### src/rtl/sm3_pkg.sv
// sm3_pkg: constants, types and round helper functions for the sm3 hash block
// no dependencies

package sm3_pkg;

   localparam logic [31:0] T_LOW  = 32'h79cc4519;
   localparam logic [31:0] T_HIGH = 32'h7a879d8a;
   localparam logic [31:0] PAD_WORD = 32'h80000000;
   localparam logic [7:0]  PAD_BYTE = 8'h80;

   localparam logic [255:0] SM3_IV = {
      32'h7380166f, 32'h4914b2b9, 32'h172442d7, 32'hda8a0600,
      32'ha96f30bc, 32'h163138aa, 32'he38dee4d, 32'hb0fb0e4e};

   typedef enum logic [2:0] {
      ST_IDLE,   // waiting for a message word
      ST_PAD,    // inserting padding or length words
      ST_ROUND,  // running 64 rounds
      ST_OUT     // delivering the digest
   } state_type;

   function automatic logic [31:0] rol32(input logic [31:0] x, input logic [4:0] n);
      logic [63:0] d;
      d = {x, x} << n;
      return d[63:32];
   endfunction

   function automatic logic [31:0] perm0(input logic [31:0] x);
      return x ^ rol32(x, 5'd9) ^ rol32(x, 5'd17);
   endfunction

   function automatic logic [31:0] perm1(input logic [31:0] x);
      return x ^ rol32(x, 5'd15) ^ rol32(x, 5'd23);
   endfunction

endpackage

### src/rtl/sm3_if.sv
// sm3_if: valid/ready channel interfaces for message words and digest words
// depends on nothing

interface sm3_req_if (input logic clock);
   logic        valid;
   logic        ready;
   logic [31:0] message_word;
   logic [2:0]  valid_bytes;
   logic        final_word;
   modport source (output valid, message_word, valid_bytes, final_word, input ready);
   modport sink (input valid, message_word, valid_bytes, final_word, output ready);
endinterface

interface sm3_rsp_if (input logic clock);
   logic        valid;
   logic        ready;
   logic [31:0] digest_word;
   logic        digest_last;
   modport source (output valid, digest_word, digest_last, input ready);
   modport sink (input valid, digest_word, digest_last, output ready);
endinterface

### src/rtl/sm3_hash.sv
// sm3_hash: sm3 256-bit hash engine, one round per cycle on a sliding window
// depends on sm3_pkg and sm3_if
//
// usage
//   req: 32-bit big-endian message words, valid_bytes and final_word.
//   rsp: eight digest words, most significant first, digest_last on the eighth.
//   a word is taken whenever valid is high while idle; the 16th word of a block starts 64
//   rounds, one round per cycle through the shared round datapath with a
//   16-word message window that expands w[j+16] as it slides. a sustained
//   stream alternates taking a block's 16 words and running its 64 rounds.
//   a final word adds padding words one per cycle (up to 15, and one more
//   block of up to 16 words plus 64 rounds if the length does not fit), then
//   8 digest transfers, one per cycle when rsp_ready is high.
//   req ready is low while padding, compressing or delivering; a stalled
//   receiver simply holds the current digest word.
//   reset loads the initial value, clears word count and length; the digest
//   returns to the initial value after each message.

module sm3_hash
   import sm3_pkg::*;
(
   input logic clock,
   input logic reset,
   sm3_req_if.sink req,
   sm3_rsp_if.source rsp
);

   state_type   state_ff, state_in;
   logic [255:0] cv_ff, cv_in;
   logic [255:0] work_ff, work_in;
   logic [511:0] win_ff, win_in;
   logic [3:0]  widx_ff, widx_in;
   logic [60:0] blen_ff, blen_in;
   logic [5:0]  rnd_ff, rnd_in;
   logic [2:0]  oidx_ff, oidx_in;
   logic        fin_ff, fin_in;     // message ended, padding in progress
   logic [3:0]  padn_ff, padn_in;   // 15: pad word owed, 1: low length word owed
   logic        lenhi_ff, lenhi_in; // length words pending

   logic        push;
   logic [31:0] push_word;
   logic [2:0]  nvalid;
   logic [31:0] keep, last_word;
   logic [63:0] bits;

   // round datapath
   logic [31:0] a, b, c, d, e, f, g, h, wj, wpj, tj, a12, ss1, ss2, ff1, gg1, tt1, tt2;
   logic [31:0] wnew;

   assign nvalid = (req.valid_bytes > 3'd4) ? 3'd4 : req.valid_bytes;
   assign keep = (nvalid == 3'd0) ? 32'h0 : ~(32'hffffffff >> {nvalid, 3'b000});
   assign last_word = (req.message_word & keep) |
                      ({24'h0, PAD_BYTE} << (6'd24 - {nvalid, 3'b000}));
   assign bits = {blen_ff, 3'b000};

   assign {a, b, c, d, e, f, g, h} = work_ff;
   assign wj  = win_ff[511:480];
   assign wpj = wj ^ win_ff[383:352];
   assign tj  = (rnd_ff < 6'd16) ? T_LOW : T_HIGH;
   assign a12 = rol32(a, 5'd12);
   assign ss1 = rol32(a12 + e + rol32(tj, rnd_ff[4:0]), 5'd7);
   assign ss2 = ss1 ^ a12;
   assign ff1 = (rnd_ff < 6'd16) ? (a ^ b ^ c) : ((a & b) | (a & c) | (b & c));
   assign gg1 = (rnd_ff < 6'd16) ? (e ^ f ^ g) : ((e & f) | (~e & g));
   assign tt1 = ff1 + d + ss2 + wpj;
   assign tt2 = gg1 + h + ss1 + wj;
   // w[j+16] from the window w[j..j+15]
   assign wnew = perm1(win_ff[511:480] ^ win_ff[287:256] ^ rol32(win_ff[95:64], 5'd15))
               ^ rol32(win_ff[415:384], 5'd7) ^ win_ff[191:160];

   // next state
   always_comb begin
      state_in = state_ff;
      unique case (state_ff)
         ST_IDLE: begin
            if (req.valid) begin
               if (widx_ff == 4'd15) state_in = ST_ROUND;
               else if (req.final_word) state_in = ST_PAD;
            end
         end
         ST_PAD: begin
            if (widx_ff == 4'd15) state_in = ST_ROUND;
         end
         ST_ROUND: begin
            if (rnd_ff == 6'd63) state_in = fin_ff ? ST_PAD : ST_IDLE;
            if (rnd_ff == 6'd63 && fin_ff && !lenhi_ff && padn_ff == 4'd0)
               state_in = ST_OUT;
         end
         ST_OUT: begin
            if (rsp.ready && oidx_ff == 3'd7) state_in = ST_IDLE;
         end
         default: state_in = ST_IDLE;
      endcase
   end

   // word push source
   always_comb begin
      push = 1'b0;
      push_word = 32'h0;
      fin_in = fin_ff;
      padn_in = padn_ff;
      lenhi_in = lenhi_ff;
      blen_in = blen_ff;
      if (state_ff == ST_IDLE && req.valid) begin
         push = 1'b1;
         if (!req.final_word) begin
            push_word = req.message_word;
            blen_in = blen_ff + 61'd4;
         end else begin
            fin_in = 1'b1;
            lenhi_in = 1'b1;
            blen_in = blen_ff + {58'h0, nvalid};
            if (nvalid == 3'd4) begin
               push_word = req.message_word;
               padn_in = 4'd15;   // marker: pad word still owed
            end else begin
               push_word = last_word;
               padn_in = 4'd0;
            end
         end
      end else if (state_ff == ST_PAD) begin
         push = 1'b1;
         if (padn_ff == 4'd15) begin
            push_word = PAD_WORD;
            padn_in = 4'd0;
         end else if (widx_ff == 4'd14 && lenhi_ff) begin
            push_word = bits[63:32];
            padn_in = 4'd1;   // marker: low length word follows
         end else if (widx_ff == 4'd15 && lenhi_ff && padn_ff == 4'd1) begin
            push_word = bits[31:0];
            lenhi_in = 1'b0;
            padn_in = 4'd0;
         end else begin
            push_word = 32'h0;
         end
      end
   end

   // datapath registers
   always_comb begin
      cv_in = cv_ff;
      work_in = work_ff;
      win_in = win_ff;
      widx_in = widx_ff;
      rnd_in = rnd_ff;
      oidx_in = oidx_ff;
      if (push) begin
         win_in = {win_ff[479:0], push_word};
         widx_in = widx_ff + 4'd1;
         if (widx_ff == 4'd15) begin
            work_in = cv_ff;
            rnd_in = 6'd0;
         end
      end
      if (state_ff == ST_ROUND) begin
         work_in = {tt1, a, rol32(b, 5'd9), c, perm0(tt2), e, rol32(f, 5'd19), g};
         win_in = {win_ff[479:0], wnew};
         rnd_in = rnd_ff + 6'd1;
         if (rnd_ff == 6'd63) begin
            cv_in = cv_ff ^ work_in;
            oidx_in = 3'd0;
         end
      end
      if (state_ff == ST_OUT && rsp.ready) begin
         oidx_in = oidx_ff + 3'd1;
         if (oidx_ff == 3'd7) cv_in = SM3_IV;
      end
   end

   always_ff @(posedge clock) begin
      if (reset) begin
         state_ff <= ST_IDLE;
         cv_ff <= SM3_IV;
         widx_ff <= 4'd0;
         blen_ff <= 61'd0;
         rnd_ff <= 6'd0;
         oidx_ff <= 3'd0;
         fin_ff <= 1'b0;
         padn_ff <= 4'd0;
         lenhi_ff <= 1'b0;
      end else begin
         state_ff <= state_in;
         cv_ff <= cv_in;
         widx_ff <= widx_in;
         blen_ff <= (state_in == ST_IDLE && state_ff == ST_OUT) ? 61'd0 : blen_in;
         rnd_ff <= rnd_in;
         oidx_ff <= oidx_in;
         fin_ff <= (state_ff == ST_OUT) ? 1'b0 : fin_in;
         padn_ff <= padn_in;
         lenhi_ff <= lenhi_in;
      end
   end

   always_ff @(posedge clock) begin
      work_ff <= work_in;
      win_ff <= win_in;
   end

   // outputs
   always_comb begin
      req.ready = (state_ff == ST_IDLE);
      rsp.valid = (state_ff == ST_OUT);
      rsp.digest_word = cv_ff[255 - {oidx_ff, 5'b00000} -: 32];
      rsp.digest_last = (oidx_ff == 3'd7);
   end

   // checks
   a_excl: assert property (@(posedge clock) disable iff (reset)
      !(req.ready && rsp.valid)) else $error("req ready during digest output");
   a_round_start: assert property (@(posedge clock) disable iff (reset)
      (state_ff == ST_ROUND && rnd_ff == 6'd0) |-> widx_ff == 4'd0)
      else $error("rounds started on partial block");
   a_out_hold: assert property (@(posedge clock) disable iff (reset)
      (rsp.valid && !rsp.ready) |=> rsp.valid && $stable(oidx_ff))
      else $error("digest index moved during stall");

endmodule

### src/flat_wrapper.sv
// flat-port wrapper written by rule: the top's interface ports become plain ports
module sm3_hash_flat import sm3_pkg::*;
  (clock, reset, req_valid, req_message_word, req_valid_bytes, req_final_word, req_ready, rsp_valid, rsp_digest_word, rsp_digest_last, rsp_ready);
  sm3_req_if req_i (.clock(clock));
  sm3_rsp_if rsp_i (.clock(clock));
  input logic clock;
  input logic reset;
  input wire logic [$bits(req_i.valid)-1:0] req_valid;
  input wire logic [$bits(req_i.message_word)-1:0] req_message_word;
  input wire logic [$bits(req_i.valid_bytes)-1:0] req_valid_bytes;
  input wire logic [$bits(req_i.final_word)-1:0] req_final_word;
  output wire logic [$bits(req_i.ready)-1:0] req_ready;
  output wire logic [$bits(rsp_i.valid)-1:0] rsp_valid;
  output wire logic [$bits(rsp_i.digest_word)-1:0] rsp_digest_word;
  output wire logic [$bits(rsp_i.digest_last)-1:0] rsp_digest_last;
  input wire logic [$bits(rsp_i.ready)-1:0] rsp_ready;
  assign req_i.valid = req_valid;
  assign req_i.message_word = req_message_word;
  assign req_i.valid_bytes = req_valid_bytes;
  assign req_i.final_word = req_final_word;
  assign req_ready = req_i.ready;
  assign rsp_valid = rsp_i.valid;
  assign rsp_digest_word = rsp_i.digest_word;
  assign rsp_digest_last = rsp_i.digest_last;
  assign rsp_i.ready = rsp_ready;
  sm3_hash u_core (.clock(clock), .reset(reset), .req(req_i), .rsp(rsp_i));
endmodule
### config.mk
export PLATFORM = sky130hd
export DESIGN_NAME = sm3_hash_flat
export DESIGN_NICKNAME = d
export VERILOG_FILES = /design/src/rtl/sm3_pkg.sv /design/src/rtl/sm3_if.sv /design/src/rtl/sm3_hash.sv /design/src/flat_wrapper.sv
export SDC_FILE = /design/constraint.sdc
export NUM_CORES = 2
export LEC_CHECK = 0
export BUFFER_PORTS_ARGS = -buffer_cell sky130_fd_sc_hd__buf_2
export CAP_MARGIN = 20
export CORE_MARGIN = 5
export CORE_UTILIZATION = 50
export CTS_CLUSTER_SIZE = 12
export DETAILED_ROUTE_END_ITERATION = 8
export PLACE_DENSITY = 0.64
export SYNTH_ARGS = -nofsm -noshare
export SYNTH_HDL_FRONTEND = slang
export SYNTH_SLANG_ARGS = --single-unit
### constraint.sdc
create_clock -name clock -period 30 [get_ports clock]
set_input_delay 1.5 -clock clock [delete_from_list [all_inputs] [get_ports clock]]
set_output_delay 1.5 -clock clock [all_outputs]
set_load 0.03 [all_outputs]
# --- Word level (Yosys, flattened, before mapping) ---
# Cells that the tools add are included.
op_classes:
  n_shift: 4
  n_reduce_logical: 29
  n_eq_ne: 13
  n_mux: 52
  magnitude_cmp: 2
  n_bitwise: 27
  n_div: 0
  multipliers: 0
  add_sub_neg: 15
op_table:
  columns: ["operator", "count"]
  rows:
  - ["256-bit two-way mux", 7]
  - ["512-bit two-way mux", 2]
  - ["32-bit XOR", 14]
  - ["32-bit two-way mux", 10]
  - ["287-bit by 33-bit indexed part select with 32-bit output", 1]
  - ["32-bit adder", 8]
  - ["256-bit XOR", 1]
  - ["32-bit AND", 6]
  - ["32-bit OR", 4]
  - ["32-bit inverter", 2]
  - ["64-bit by 5-bit left shift with 64-bit output", 1]
  - ["61-bit by 3-bit adder with 61-bit output", 1]
  - ["61-bit by 3-bit adder with 61-bit output (second input constant)", 1]
  - ["61-bit two-way mux", 1]
  - ["3-bit two-way mux", 11]
  - ["8-bit by 6-bit left shift with 32-bit output (first input constant)", 1]
  - ["32-bit by 6-bit right shift with 32-bit output (first input constant)", 1]
  - ["4-bit two-way mux", 7]
  - ["26-bit two-way mux", 1]
  - ["6-bit two-way mux", 3]
  - ["4-bit == test (second input constant)", 3]
  - ["3-bit case mux with 4 select lines", 1]
  - ["2-bit nonzero test", 6]
  - ["1-bit logical AND", 10]
  - ["other kinds (23)", 39]
totals:
  ramBits: 0
  romBits: 0
  latch_bits: 0
  input_bits: 40
  out_inout_bits: 35
  reg_bits: 1107
  memories: 0
  elab_cells: 153

# --- Logic depth before layout (Yosys ltp) ---
depth:
  depth_word: 14
  depth_mapped: 42
  depth_no_buf: 39

# --- Worst setup path after synthesis ---
# Ideal clock, no wire load.
synth_path:
  kind: "input to register"
  start: "input port req_valid"
  end: "register u_core.win_ff[0] (enable)"
  n_path_buf: 1
  slack_ps: 16078
  stages: 4
  setup_time_ps: 3686
  t_arrival_ps: 10236
  t_required_ps: 26314
  cell_sequence: "and2_1 buf_2 nor2_1 nand2_1"
synth_via:
  elab_chain_len: 3
synth_rtl:
  columns: ["item", "line", "text"]
  rows:
  - ["from (decl)", "flat_wrapper.sv:8", "input wire logic [$bits(req_i.valid)-1:0] req_valid;"]
  - ["1-bit logical AND", "sm3_hash.sv:104", "if (state_ff == ST_IDLE && req.valid) begin"]
  - ["1-bit two-way mux", "sm3_hash.sv:104", null]
  - ["2-bit nonzero test (no source line)", null, null]
  - ["to (signal assigned)", "sm3_hash.sv:196", "win_ff <= win_in;"]
  - ["to (decl)", "sm3_hash.sv:31", "logic [511:0] win_ff, win_in;"]
# No other way between the ends.
# A chain may end at the register's enable or synchronous reset.

# --- Worst setup path in the final report ---
layout_path:
  start: "register u_core.rnd_ff[4]"
  end: "register u_core.work_ff[254] (data pin)"
layout_via:
  elab_chain_len: 8
  word_cells_on_any_way: 10
  cone_classes: "add/sub: 4; order compare: 1; shift: 1; mux: 3; bitwise: 1"
layout_rtl:
  columns: ["item", "line", "text"]
  rows:
  - ["from (decl)", "sm3_hash.sv:34", "logic [5:0] rnd_ff, rnd_in;"]
  - ["from (signal assigned)", "sm3_hash.sv:186", "rnd_ff <= rnd_in;"]
  - ["6-bit by 5-bit less-than comparator with 1-bit output", "sm3_hash.sv:59, sm3_hash.sv:63", null]
  - ["26-bit two-way mux", "sm3_hash.sv:59", "assign tj = (rnd_ff < 6'd16) ? T_LOW : T_HIGH;"]
  - ["64-bit by 5-bit left shift with 64-bit output", "sm3_pkg.sv:24", "d = {x, x} << n;"]
  - ["32-bit adder", "sm3_hash.sv:61", "assign ss1 = rol32(a12 + e + rol32(tj, rnd_ff[4:0]), 5'd7);"]
  - ["32-bit XOR", "sm3_hash.sv:62", "assign ss2 = ss1 ^ a12;"]
  - ["32-bit adder (*) (2 in series)", "sm3_hash.sv:65", "assign tt1 = ff1 + d + ss2 + wpj;"]
  - ["256-bit two-way mux (*)", "sm3_hash.sv:155", "if (state_ff == ST_ROUND) begin"]
  - ["via u_core.work_in[254]", "sm3_hash.sv:30", "logic [255:0] work_ff, work_in;"]
  - ["to (signal assigned)", "sm3_hash.sv:195", "work_ff <= work_in;"]
  - ["to (decl)", "sm3_hash.sv:30", null]
# Mark *: on every way through the listed nets, which the timed path passes. The rest lies on a longest branch.

==> metrics.txt <==
# TYPE chip_impl_metric gauge
chip_impl_metric{name="syn-num-nets",unit=""} 5501
chip_impl_metric{name="async_flop_share",unit="%"} 0
chip_impl_metric{name="maximum_clock_skew_at_final_layout",unit="ps"} 31.6
chip_impl_metric{name="layout_cell_share_with_drive_strength_beyond_1",unit="%"} 8.49
chip_impl_info{name="synth_flop_cell",value="sky130_fd_sc_hd__edfxtp_1"} 1
chip_impl_info{name="endpoint",value="u_core.work_ff[254]"} 1
chip_impl_metric{name="timing.critical_path.required",unit="ps"} 30420
chip_impl_metric{name="grt_first_pass_wirelength",unit="mm"} 253
chip_impl_info{name="crit-reg2reg-capture",value="u_core.work_ff[254]"} 1
chip_impl_metric{name="total_power",unit="mW"} 3.49
chip_impl_metric{name="max_cap_violations",unit=""} 0
chip_impl_metric{name="synth_top_cell_area_share",unit="%"} 40.4
chip_impl_metric{name="postRouteAntennaNets",unit=""} 0
chip_impl_metric{name="cellLeakagePower",unit="nW"} 23.7
chip_impl_metric{name="cts-buffers-inserted",unit=""} 119
chip_impl_metric{name="setup_slack_reg_to_reg",unit="ps"} 18930
chip_impl_metric{name="dieArea",unit="mm2"} 0.121
chip_impl_metric{name="io-pin-count",unit=""} 75
chip_impl_metric{name="tns",unit="ps"} 0
chip_impl_metric{name="final_cells",unit=""} 6792
chip_impl_metric{name="synth.cell_area",unit="mm2"} 0.0570
chip_impl_metric{name="slew-limit-headroom",unit="%"} 21.7
chip_impl_metric{name="clock_latency",unit="ps"} 730
chip_impl_metric{name="wirelength",unit="mm"} 177
chip_impl_metric{name="timing.final.setup_violations",unit=""} 0
chip_impl_metric{name="globalRouteTotalUtil",unit="%"} 28.5
chip_impl_metric{name="worst_setup_hold_path_clk_slew",unit="ps"} 70
chip_impl_metric{name="crit_path_max_fanout",unit=""} 47
chip_impl_info{name="run_status",value="finished clean"} 1
chip_impl_info{name="critPathSlowestCell",value="sky130_fd_sc_hd__o41ai_1"} 1
chip_impl_metric{name="post_synth_inst_count",unit=""} 5166
chip_impl_info{name="rsz0062_at_grt",value="no"} 1
chip_impl_info{name="worstSetupEndpointType",value="flip-flop"} 1
chip_impl_info{name="final_cell_mix",value="sky130_fd_sc_hd__nand2_1, sky130_fd_sc_hd__edfxtp_1, sky130_fd_sc_hd__o21ai_0"} 1
chip_impl_metric{name="clock-sinks",unit=""} 1105
chip_impl_info{name="crit_path_start",value="u_core.rnd_ff[4]"} 1
chip_impl_info{name="rr_startpoint",value="u_core.rnd_ff[4]"} 1
chip_impl_metric{name="synth.ff_latch_count",unit=""} 1105
chip_impl_metric{name="firstDrtPassIters",unit=""} 7
chip_impl_metric{name="via_per_inst",unit=""} 5.82
chip_impl_info{name="holdCritPathClass",value="flip-flop to flip-flop"} 1
chip_impl_info{name="most_common_library_cell_in_the_layout_ignoring_fill_and_taps",value="sky130_fd_sc_hd__nand2_1"} 1
chip_impl_metric{name="synth-edff-count",unit=""} 768
chip_impl_metric{name="dp_hpwl",unit="mm"} 130
chip_impl_metric{name="grt_max_degree",unit=""} 206
chip_impl_metric{name="syn_to_final_growth",unit="%"} 9.96
chip_impl_metric{name="floorplan.die.width",unit="um"} 348
chip_impl_info{name="cts-root-buf",value="sky130_fd_sc_hd__clkbuf_16"} 1
chip_impl_metric{name="route.detailed.drc",unit=""} 0
chip_impl_metric{name="timing.final.max_slew_violations",unit=""} 0
chip_impl_metric{name="tightestPinTransition",unit="ps"} 1170
chip_impl_metric{name="numPlacedInstances",unit=""} 6566
chip_impl_info{name="synth_top_cells_by_area",value="sky130_fd_sc_hd__edfxtp_1, sky130_fd_sc_hd__dfxtp_1, sky130_fd_sc_hd__fa_1"} 1
chip_impl_metric{name="cp_data_arrival_time",unit="ps"} 11490
chip_impl_metric{name="post_cts_buffers",unit=""} 0
chip_impl_metric{name="ir_drop",unit="mV"} 0.0561
chip_impl_metric{name="std_cell_rows",unit=""} 124
chip_impl_info{name="synth_largest_area_cell",value="sky130_fd_sc_hd__edfxtp_1"} 1
chip_impl_metric{name="io_buffer_count",unit=""} 74
chip_impl_metric{name="postCtsHoldBufs",unit=""} 0
chip_impl_metric{name="whs",unit="ps"} 411
chip_impl_metric{name="fillers",unit=""} 9697
chip_impl_metric{name="gp_routability_congestion",unit=""} 1.00
chip_impl_metric{name="seq_area_frac_synth",unit="%"} 52.3
chip_impl_metric{name="netlist-cell-type-count",unit=""} 82
chip_impl_metric{name="postSynthAreaPerCell",unit="um2"} 11.0
chip_impl_metric{name="via_count_of_the_first_global_routing_pass",unit=""} 36400
chip_impl_metric{name="design.core.area",unit="mm2"} 0.114
chip_impl_metric{name="timing.final.crit_period",unit="ps"} 11070
chip_impl_metric{name="finalHoldViolations",unit=""} 0
chip_impl_metric{name="antenna_found_initial",unit=""} 5
chip_impl_metric{name="die_h",unit="um"} 348
chip_impl_metric{name="fmax",unit="MHz"} 90.3
chip_impl_metric{name="starting_drt_drc_count",unit=""} 4675
chip_impl_metric{name="cts_buffer_depth",unit=""} 3
chip_impl_metric{name="net_count_final",unit=""} 5511
chip_impl_metric{name="worstRegToRegCells",unit=""} 35
chip_impl_metric{name="postCtsResizedCells",unit=""} 0
chip_impl_info{name="crit_type",value="flip-flop to flip-flop"} 1
chip_impl_metric{name="start_util",unit="%"} 50.1
chip_impl_metric{name="share_of_the_clock_period_used_by_the_worst_path_after_layout",unit="%"} 36.9
chip_impl_metric{name="powerDensity",unit="mW/mm2"} 55.6
chip_impl_metric{name="route.vias.total",unit=""} 39600
chip_impl_metric{name="grt.overflow.total",unit=""} 0
chip_impl_metric{name="cts.htree.levels",unit=""} 3
chip_impl_metric{name="synth.yosys.warnings",unit=""} 0
chip_impl_metric{name="critPathMaxStageDelay",unit="ps"} 750
chip_impl_info{name="worstSetupStartpointType",value="flip-flop"} 1
chip_impl_info{name="cts_tree",value="done"} 1
chip_impl_metric{name="post_drt_wl_per_cell",unit="um"} 26.1
## worst max-delay path, delay by kind of cell (launching register included)
kind	cells	cell delay, ps
AOI/OAI and AO/OA	15	4340
and+or+nand+nor	3	1070
DFF	1	600
xor gates and xnor gates	3	780
adders and majority gates	7	2730
muxes	3	660
buffers and inverters	4	580
## sequential cells by signal, indices dropped and copies added (netlist names)
signal           count
u_core.blen_ff      61
u_core.cv_ff       256
u_core.fin_ff        1
u_core.lenhi_ff      1
u_core.oidx_ff       3
u_core.padn_ff       2
u_core.rnd_ff        6
u_core.state_ff      3
u_core.widx_ff       4
u_core.win_ff      512
u_core.work_ff     256
## synth_stat cells, types with 16 or more instances
| master | instances |
|---|---|
| sky130_fd_sc_hd__a222oi_1 | 25 |
| sky130_fd_sc_hd__fa_1 | 189 |
| sky130_fd_sc_hd__mux4_2 | 64 |
| sky130_fd_sc_hd__and3_1 | 113 |
| sky130_fd_sc_hd__mux2_2 | 51 |
| sky130_fd_sc_hd__nand3_1 | 86 |
| sky130_fd_sc_hd__a21oi_1 | 240 |
| sky130_fd_sc_hd__dfxtp_1 | 337 |
| sky130_fd_sc_hd__inv_1 | 314 |
| sky130_fd_sc_hd__mux2i_1 | 69 |
| sky130_fd_sc_hd__a31oi_1 | 35 |
| sky130_fd_sc_hd__o21ai_0 | 425 |
| sky130_fd_sc_hd__clkbuf_1 | 198 |
| sky130_fd_sc_hd__o21a_1 | 25 |
| sky130_fd_sc_hd__or3_1 | 64 |
| sky130_fd_sc_hd__nand2_1 | 825 |
| sky130_fd_sc_hd__edfxtp_1 | 768 |
| sky130_fd_sc_hd__xor2_1 | 212 |
| sky130_fd_sc_hd__xnor2_1 | 379 |
| sky130_fd_sc_hd__nand4_1 | 19 |
| sky130_fd_sc_hd__ha_1 | 106 |
| sky130_fd_sc_hd__buf_1 | 27 |
| sky130_fd_sc_hd__a211oi_1 | 16 |
| sky130_fd_sc_hd__a21o_1 | 46 |
| sky130_fd_sc_hd__nor2_1 | 297 |
| sky130_fd_sc_hd__nor3_1 | 41 |
## how the worst min path moves through the flow
| stage | startpoint | to | slack (ps) | cells after the start |
|---|---|---|---|---|
| finish | u_core.win_ff[248] | u_core.win_ff[280] | 410 | 0 |
| CTS | u_core.win_ff[218] | u_core.win_ff[250] | 410 | 0 |
| global placement | u_core.win_ff[435] | u_core.win_ff[467] | 400 | 0 |
| detailed placement | u_core.win_ff[101] | u_core.win_ff[133] | 400 | 0 |
| floorplan | u_core.win_ff[96] | u_core.win_ff[128] | 400 | 0 |
| global route | u_core.win_ff[426] | u_core.win_ff[458] | 410 | 0 |
## metrics by stage
step	instance area, um2	worst slack (ps)	util [%]
global placement	58900	19310	51.7
finish	62700	18930	55.1
global route	62700	18260	55.1
CTS	62700	19080	55.1
detailed placement	58900	19130	51.7
floorplan	57000	16080	-
## cells by family after synthesis
group	after synthesis	share of synthesized area (%)
AND/OR/NAND/NOR	1523	11.6
flip-flops	1105	52.3
AO/OA/AOI/OAI	914	9.39
XOR/XNOR	600	9.42
buffers and inverters	544	3.59
adder cells (fa/ha/maj)	295	8.96
multiplexers	184	4.74
other	1	0.00657
## final cells by class
| cell class | instances | area (um2) | area share, % |
|---|---|---|---|
| flip-flops and latches | 1105 | 29800 | 47.5 |
| multi-input cells | 3517 | 25200 | 40.2 |
| clock buffers | 180 | 3380 | 5.39 |
| well taps | 1512 | 1890 | 3.02 |
| inverters | 316 | 1200 | 1.91 |
| repair buffers | 117 | 734 | 1.17 |
| clock inverters | 44 | 457 | 0.728 |
| diodes | 1 | 2.50 | 0.00399 |
## report_power, final
part | total, mW | switching, mW | internal (mW)
Combinational | 0.350 | 0.224 | 0.126
Clock | 1.45 | 0.618 | 0.836
Sequential | 1.68 | 0.0200 | 1.66
Total | 3.49 | 0.862 | 2.63
## routing by layer
metal | vias up | track usage, % | share of wire, %
met5 | - | 0 | 0.0073
met4 | 2 | 11.7 | 4.6
met3 | 269 | 4.77 | 8.1
met2 | 1645 | 44.0 | 45
met1 | 19700 | 40.5 | 42
li1 | 18000 | - | -
Note: power is estimated with default switching activity, not from simulation.
